$ cat src/psrw_pkg.sv
`timescale 1ns / 1ps
package psrw_pkg;

  localparam int SENDERS = 32;
  localparam int WINDOW  = 64;

  localparam int SENDER_W = 5;
  localparam int SEQ_W    = 16;
  localparam int SIDX_W   = (SENDERS > 1) ? $clog2(SENDERS) : 1;

  localparam logic [63:0] WIN_MASK = {64{1'b1}} >> (64 - WINDOW);
  localparam logic [SEQ_W-1:0] WIN_DIST = SEQ_W'(WINDOW);

  typedef enum logic [2:0] {
    ST_FIRST   = 3'd0,
    ST_NEWER   = 3'd1,
    ST_LATE    = 3'd2,
    ST_DUP     = 3'd3,
    ST_OLD     = 3'd4,
    ST_CLEARED = 3'd5
  } status_t;

  typedef struct packed {
    logic              clear;
    logic              in_range;
    logic [SIDX_W-1:0] idx;
    logic [SEQ_W-1:0]  seq;
  } item_t;

  typedef struct packed {
    logic [SEQ_W-1:0] highest;
    logic [63:0]      bitmap;
  } entry_t;

endpackage

$ cat src/psrw_front.sv
`timescale 1ns / 1ps
module psrw_front (
  input  logic                           clk,
  input  logic                           rst,
  input  logic                           in_valid,
  output logic                           in_stall,
  input  logic                           kind,
  input  logic [psrw_pkg::SENDER_W-1:0]  sender,
  input  logic [psrw_pkg::SEQ_W-1:0]     seq_number,
  output logic                           q_valid,
  output psrw_pkg::item_t                q_item,
  input  logic                           q_pop
);
  import psrw_pkg::*;

  item_t       slot [2];
  logic        wr_ptr;
  logic        rd_ptr;
  logic [1:0]  count;
  logic        push;
  item_t       incoming;

  assign in_stall = (count == 2'd2);
  assign push     = in_valid && !in_stall;
  assign q_valid  = (count != 2'd0);
  assign q_item   = slot[rd_ptr];

  always_comb begin
    incoming.clear    = kind;
    incoming.in_range = (32'(sender) < SENDERS);
    incoming.idx      = SIDX_W'(sender);
    incoming.seq      = seq_number;
  end

  always_ff @(posedge clk) begin
    if (push) begin
      slot[wr_ptr] <= incoming;
    end
  end

  always_ff @(posedge clk) begin
    if (rst) begin
      wr_ptr <= 1'b0;
      rd_ptr <= 1'b0;
      count  <= 2'd0;
    end else begin
      if (push) begin
        wr_ptr <= !wr_ptr;
      end
      if (q_pop) begin
        rd_ptr <= !rd_ptr;
      end
      case ({push, q_pop})
        2'b10:   count <= count + 2'd1;
        2'b01:   count <= count - 2'd1;
        default: count <= count;
      endcase
    end
  end

endmodule

$ cat src/psrw_back.sv
`timescale 1ns / 1ps
module psrw_back (
  input  logic            clk,
  input  logic            rst,
  input  logic            q_valid,
  input  psrw_pkg::item_t q_item,
  output logic            q_pop,
  output logic            out_valid,
  input  logic            out_stall,
  output logic            accepted,
  output logic [2:0]      status
);
  import psrw_pkg::*;

  typedef enum logic [1:0] {
    B_IDLE = 2'b01,
    B_EXEC = 2'b10
  } bstate_t;

  bstate_t           state;
  bstate_t           state_next;
  item_t             cur;
  entry_t            mem [SENDERS];
  entry_t            rd;
  logic [SENDERS-1:0] started;

  logic              done;
  logic              we;
  entry_t            wdata;
  logic              set_start;
  logic              clr_start;
  logic              acc_next;
  status_t           status_next;
  logic [SEQ_W-1:0]  fwd;
  logic [SEQ_W-1:0]  bwd;
  logic              cur_started;

  assign q_pop = (state == B_IDLE) && q_valid;
  assign done  = (state == B_EXEC) && (!out_valid || !out_stall);
  assign fwd   = cur.seq - rd.highest;
  assign bwd   = rd.highest - cur.seq;
  assign cur_started = started[cur.idx];

  always_comb begin
    we          = 1'b0;
    wdata       = rd;
    set_start   = 1'b0;
    clr_start   = 1'b0;
    acc_next    = 1'b0;
    status_next = ST_OLD;
    if (!cur.in_range) begin
      status_next = cur.clear ? ST_CLEARED : ST_OLD;
    end else if (cur.clear) begin
      clr_start   = 1'b1;
      status_next = ST_CLEARED;
    end else if (!cur_started) begin
      set_start     = 1'b1;
      we            = 1'b1;
      wdata.highest = cur.seq;
      wdata.bitmap  = 64'd1;
      acc_next      = 1'b1;
      status_next   = ST_FIRST;
    end else if (fwd != '0 && !fwd[SEQ_W-1]) begin
      we            = 1'b1;
      wdata.highest = cur.seq;
      if (fwd >= WIN_DIST) begin
        wdata.bitmap = 64'd1;
      end else begin
        wdata.bitmap = ((rd.bitmap << fwd[5:0]) | 64'd1) & WIN_MASK;
      end
      acc_next    = 1'b1;
      status_next = ST_NEWER;
    end else if (!bwd[SEQ_W-1]) begin
      if (bwd == '0) begin
        status_next = ST_DUP;
      end else if (bwd >= WIN_DIST) begin
        status_next = ST_OLD;
      end else if (rd.bitmap[bwd[5:0]]) begin
        status_next = ST_DUP;
      end else begin
        we           = 1'b1;
        wdata.bitmap = rd.bitmap | (64'd1 << bwd[5:0]);
        acc_next     = 1'b1;
        status_next  = ST_LATE;
      end
    end
  end

  always_comb begin
    case (state)
      B_IDLE:  state_next = q_pop ? B_EXEC : B_IDLE;
      B_EXEC:  state_next = done ? B_IDLE : B_EXEC;
      default: state_next = B_IDLE;
    endcase
  end

  always_ff @(posedge clk) begin
    if (done && we) begin
      mem[cur.idx] <= wdata;
    end
    if (q_pop) begin
      rd  <= mem[q_item.idx];
      cur <= q_item;
    end
    if (done) begin
      accepted <= acc_next;
      status   <= status_next;
    end
  end

  always_ff @(posedge clk) begin
    if (rst) begin
      state     <= B_IDLE;
      started   <= '0;
      out_valid <= 1'b0;
    end else begin
      state <= state_next;
      if (done && set_start) begin
        started[cur.idx] <= 1'b1;
      end else if (done && clr_start) begin
        started[cur.idx] <= 1'b0;
      end
      if (done) begin
        out_valid <= 1'b1;
      end else if (out_valid && !out_stall) begin
        out_valid <= 1'b0;
      end
    end
  end

endmodule

$ cat src/per_sender_replay_window_core.sv
`timescale 1ns / 1ps
// Anti-replay checker with a separate 64-entry sliding window for each of 32 senders. Each input
// beat either checks a 16-bit sequence number for one sender or clears that sender's slot, and
// gives exactly one result beat with an accept flag and a status code. Input beats enter a
// two-entry queue, so the source is stalled only when that queue is full. The checker takes one beat
// at a time, reading the sender's entry from its memory with a registered read and then updating it,
// but it waits to update while the previous result is still held for the sink. A result waits in an
// output register while the sink stalls, and the next beat is already queued meanwhile. Reset
// clears only one start flag per sender, so the block is ready in the cycle after reset.
module per_sender_replay_window_core (
  input  logic                          clk,
  input  logic                          rst,
  input  logic                          in_valid,
  output logic                          in_stall,
  input  logic                          kind,
  input  logic [psrw_pkg::SENDER_W-1:0] sender,
  input  logic [psrw_pkg::SEQ_W-1:0]    seq_number,
  output logic                          out_valid,
  input  logic                          out_stall,
  output logic                          accepted,
  output logic [2:0]                    status
);
  import psrw_pkg::*;

  logic  q_valid;
  logic  q_pop;
  item_t q_item;

  psrw_front u_front (
    .clk        (clk),
    .rst        (rst),
    .in_valid   (in_valid),
    .in_stall   (in_stall),
    .kind       (kind),
    .sender     (sender),
    .seq_number (seq_number),
    .q_valid    (q_valid),
    .q_item     (q_item),
    .q_pop      (q_pop)
  );

  psrw_back u_back (
    .clk       (clk),
    .rst       (rst),
    .q_valid   (q_valid),
    .q_item    (q_item),
    .q_pop     (q_pop),
    .out_valid (out_valid),
    .out_stall (out_stall),
    .accepted  (accepted),
    .status    (status)
  );

endmodule

$ cat config.mk
export PLATFORM = sky130hd
export DESIGN_NAME = per_sender_replay_window_core
export DESIGN_NICKNAME = d
export VERILOG_FILES = /design/src/psrw_pkg.sv /design/src/psrw_front.sv /design/src/psrw_back.sv /design/src/per_sender_replay_window_core.sv
export SDC_FILE = /design/constraint.sdc
export NUM_CORES = 2
export LEC_CHECK = 0
export BUFFER_PORTS_ARGS = -buffer_cell sky130_fd_sc_hd__buf_2
export CAP_MARGIN = 20
export CORE_ASPECT_RATIO = 1.5
export CORE_UTILIZATION = 45
export CTS_CLUSTER_SIZE = 40
export DETAILED_ROUTE_END_ITERATION = 16
export PLACE_DENSITY_LB_ADDON = 0.25
export SETUP_SLACK_MARGIN = 0.1
export SYNTH_ARGS = -nofsm -noshare
export SYNTH_HDL_FRONTEND = slang
export SYNTH_SLANG_ARGS = --single-unit
$ cat constraint.sdc
create_clock -name clk -period 11.1 [get_ports clk]
set_input_delay 1.665 -clock clk [delete_from_list [all_inputs] [get_ports clk]]
set_output_delay 1.665 -clock clk [all_outputs]
set_load 0.005 [all_outputs]
==> results.sh <==
export IMPL_status="complete, no violations"
export IMPL_coreArea_um2=255000
export IMPL_clock_tree_buffer_depth=4
export IMPL_drc=0
export IMPL_htree_levels=4
export IMPL_cts_resized=0
export IMPL_drtIter0Drc=9291
export IMPL_pre_cts_ws_ns=4.33
export IMPL_grt_pass1_vias=75200
export IMPL_num_nets_final=9140
export IMPL_worst_endpoint_arrival_ns=7.33
export IMPL_utilization_pct=50.3
export IMPL_antenna_found_initial=7
export IMPL_synthFlopType="edfxtp_1"
export IMPL_grt_max_degree=157
export IMPL_firstDrtPassIters=5
export IMPL_rows=227
export IMPL_worstSetupStartpointType="flop"
export IMPL_ys_warn_count=0
export IMPL_clk_pin_slew_ns=0.06
export IMPL_ys_types=73
export IMPL_die_area_um2=259000
export IMPL_cts_buffers=248
export IMPL_vdd_drop_max_mv=0.487
export IMPL_cp_end_kind="flop"
export IMPL_ys_seq_elements=2750
export IMPL_hold_viol_final=0
export IMPL_antenna_left=0
export IMPL_boundaryPins=32
export IMPL_startpoint="u_back.rd[66]"
export IMPL_worst_pin_slew_ns=1.17
export IMPL_hold_path_class="flop to flop"
export IMPL_die_y_um=623
export IMPL_powerDensity_nw_per_um2=327
export IMPL_wire_per_inst_um=28.8
export IMPL_post_drt_via_cell_ratio=6.19
export IMPL_rsz0062_at_grt="no"
export IMPL_syn_nets=9317
export IMPL_start_util_pct=45.3
export IMPL_place_congestion=1.04
export IMPL_via_count=78000
export IMPL_cts_sinks=2750
export IMPL_fin_ws_ns=4.28
export IMPL_synth_area_per_cell_um2=12.5
export IMPL_ys_seq_area_share_pct=71.1
export IMPL_wl_mm=363
export IMPL_regToRegStartpoint="u_back.rd[66]"
export IMPL_cts_tree="done"
export IMPL_crit_fanout=34
export IMPL_synthArstFlopShare_pct=0
export IMPL_insertion_delay_ns=0.94
export IMPL_synthCells=9256
export IMPL_grt_ovfl_total=0
export IMPL_r2r_slack_ns=4.28
export IMPL_drive_above_1_share_pct=9.24
export IMPL_cts_hold_buf=0
export IMPL_crit_type="flop to flop"
export IMPL_grt_usage_pct=27.4
export IMPL_slew_violations=0
export IMPL_hpwl_mm=195
export IMPL_max_freq_ghz=0.147
export IMPL_drv_cap=0
export IMPL_numPortBuffers=31
export IMPL_cts_post_setup_buffers_inserted=0
export IMPL_grt_pass1_wl_mm=522
export IMPL_dieWidth_um=416
export IMPL_fin_worst_skew_ns=0.0950
export IMPL_setup_viol=0
export IMPL_fin_crit_sh_pct=61.5
export IMPL_relSlewSlack_pct=22.1
export IMPL_finalCriticalPeriod_ns=6.82
export IMPL_syn2layout_area_growth_pct=11.1
export IMPL_synth_edff_count=2710
export IMPL_p_leak_nw=44.0
export IMPL_cp_required_ns=11.61
export IMPL_finalSetupTns_ns=0
export IMPL_root_buffer="clkbuf_16"
export IMPL_syn_cell_area_um2=116000
## flip-flops by register name (all words and copies together), names as in the netlist, named ones only
register,cells
u_back.accepted,1
u_front.wr_ptr,1
u_back.status,3
u_back.state,2
u_front.slot,44
u_front.count,2
u_back.rd,80
u_back.out_valid,1
u_back.mem,2560
u_front.rd_ptr,1
u_back.cur,22
## metal layers
layer	wire length [µm]	track usage, %	up-vias
met5	13	0	-
met3	26100	3.17	833
met4	20500	13.9	2
met2	178000	46.0	3763
met1	138000	35.0	39500
li1	-	-	33900
## cell usage in the layout (no fill, tap or decap), types with 77 or more instances in the layout
cell and instances:
nand2_1 2722, edfxtp_1 2710, nand3_1 1347, a311oi_1 402, clkbuf_16 253, and3_1 173, buf_4 170, a21oi_1 124
nor2_1 109, a31oi_1 104, a21o_1 95, mux2i_1 94, mux4_2 77
## cell usage after synthesis, types with 6 or more instances
| master | n | area (µm²) |
|---|---|---|
| or3_1 | 12 | 75.1 |
| buf_2 | 18 | 90.1 |
| o32a_1 | 31 | 310 |
| nand2_1 | 2723 | 10200 |
| ha_1 | 33 | 413 |
| nor2_1 | 114 | 428 |
| xnor2_1 | 9 | 78.8 |
| edfxtp_1 | 2710 | 81400 |
| o211ai_1 | 10 | 75.1 |
| mux2i_1 | 99 | 991 |
| o221a_2 | 10 | 113 |
| a21oi_1 | 126 | 631 |
| nor2b_1 | 6 | 37.5 |
| xor2_1 | 17 | 149 |
| o21ai_0 | 84 | 420 |
| a2111oi_0 | 12 | 105 |
| a21o_1 | 95 | 713 |
| mux2_2 | 25 | 282 |
| a2111oi_2 | 9 | 135 |
| nand4_1 | 27 | 169 |
| a211oi_1 | 18 | 135 |
| and3_1 | 174 | 1090 |
| nor4_1 | 25 | 156 |
| nor3_1 | 65 | 325 |
| nor3b_2 | 7 | 87.6 |
| nor3b_1 | 7 | 52.6 |
| nand3_1 | 1347 | 6740 |
| inv_1 | 55 | 206 |
| mux4_2 | 77 | 1730 |
| clkbuf_1 | 635 | 2380 |
| o2111ai_1 | 19 | 166 |
| and2_1 | 12 | 75.1 |
| dfxtp_1 | 40 | 801 |
| buf_1 | 28 | 105 |
| a311oi_1 | 402 | 3520 |
| a31oi_1 | 104 | 651 |
## worst paths after layout
| check | endpoint | cells past startpoint |
|---|---|---|
| worst max-delay path | u_back.mem[28][32] | 16 |
| worst min register to register | flop | 2 |
| worst min-delay path | flop | 2 |
| worst max register to register | u_back.mem[28][32] | 16 |
## worst max-delay path, stage by stage (launching register included)
cell      delay [ns]
edfxtp_1        0.39
inv_1           0.07
ha_1            0.71
nand3_1         0.35
and3b_1         0.31
nor2_2          0.08
buf_4           0.39
mux2_2          0.39
a32o_1          0.29
nor4_2          0.27
buf_4           0.26
o21a_1          0.67
a211oi_4        0.12
buf_4           0.37
nor3_2          0.26
buf_4           0.65
buf_4           0.73
## final cells by class
cell class	instances	area (µm²)
Clock inverter	165	1750
Multi-Input combinational cell	5761	31300
Clock buffer	285	6390
Timing Repair Buffer	261	2560
Sequential cell	2750	82200
Tap cell	3320	4150
Fill cell	21500	127000
Inverter	57	241
Antenna cell	2	5.00
## where the power goes
group	switching [W]	internal (W)
logic	0.0135	0.00508
registers	0.000457	0.0143
clock network	0.00386	0.00485
total	0.0178	0.0242
## through the flow
| step | hold WS [ns] | cell area, µm² | total power [W] | cells |
|---|---|---|---|---|
| floorplan | 0.446 | 116000 | 0.0257 | 9256 |
| CTS | 0.475 | 128000 | 0.0415 | 12600 |
| global route | 0.500 | 129000 | 0.0434 | 12600 |
| global placement | 0.456 | 120000 | 0.0327 | 12100 |
| finish | 0.476 | 129000 | 0.0420 | 12600 |
| detailed placement | 0.466 | 120000 | 0.0328 | 12100 |
## kinds of logic (layout without fill, tap and decap cells)
family | Yosys count | in the layout | synth area share [%]
adders and majority gates | 35 | 35 | 0.392
muxes | 201 | 201 | 2.60
xor gates and xnor gates | 26 | 26 | 0.197
DFF | 2750 | 2750 | 71.1
buffers and inverters | 745 | 768 | 2.47
AOI/OAI and AO/OA | 961 | 961 | 6.33
other | 0 | 2 | 0
and+or+nand+nor | 4538 | 4538 | 17.0
Note: power is estimated with default switching activity, not from simulation.
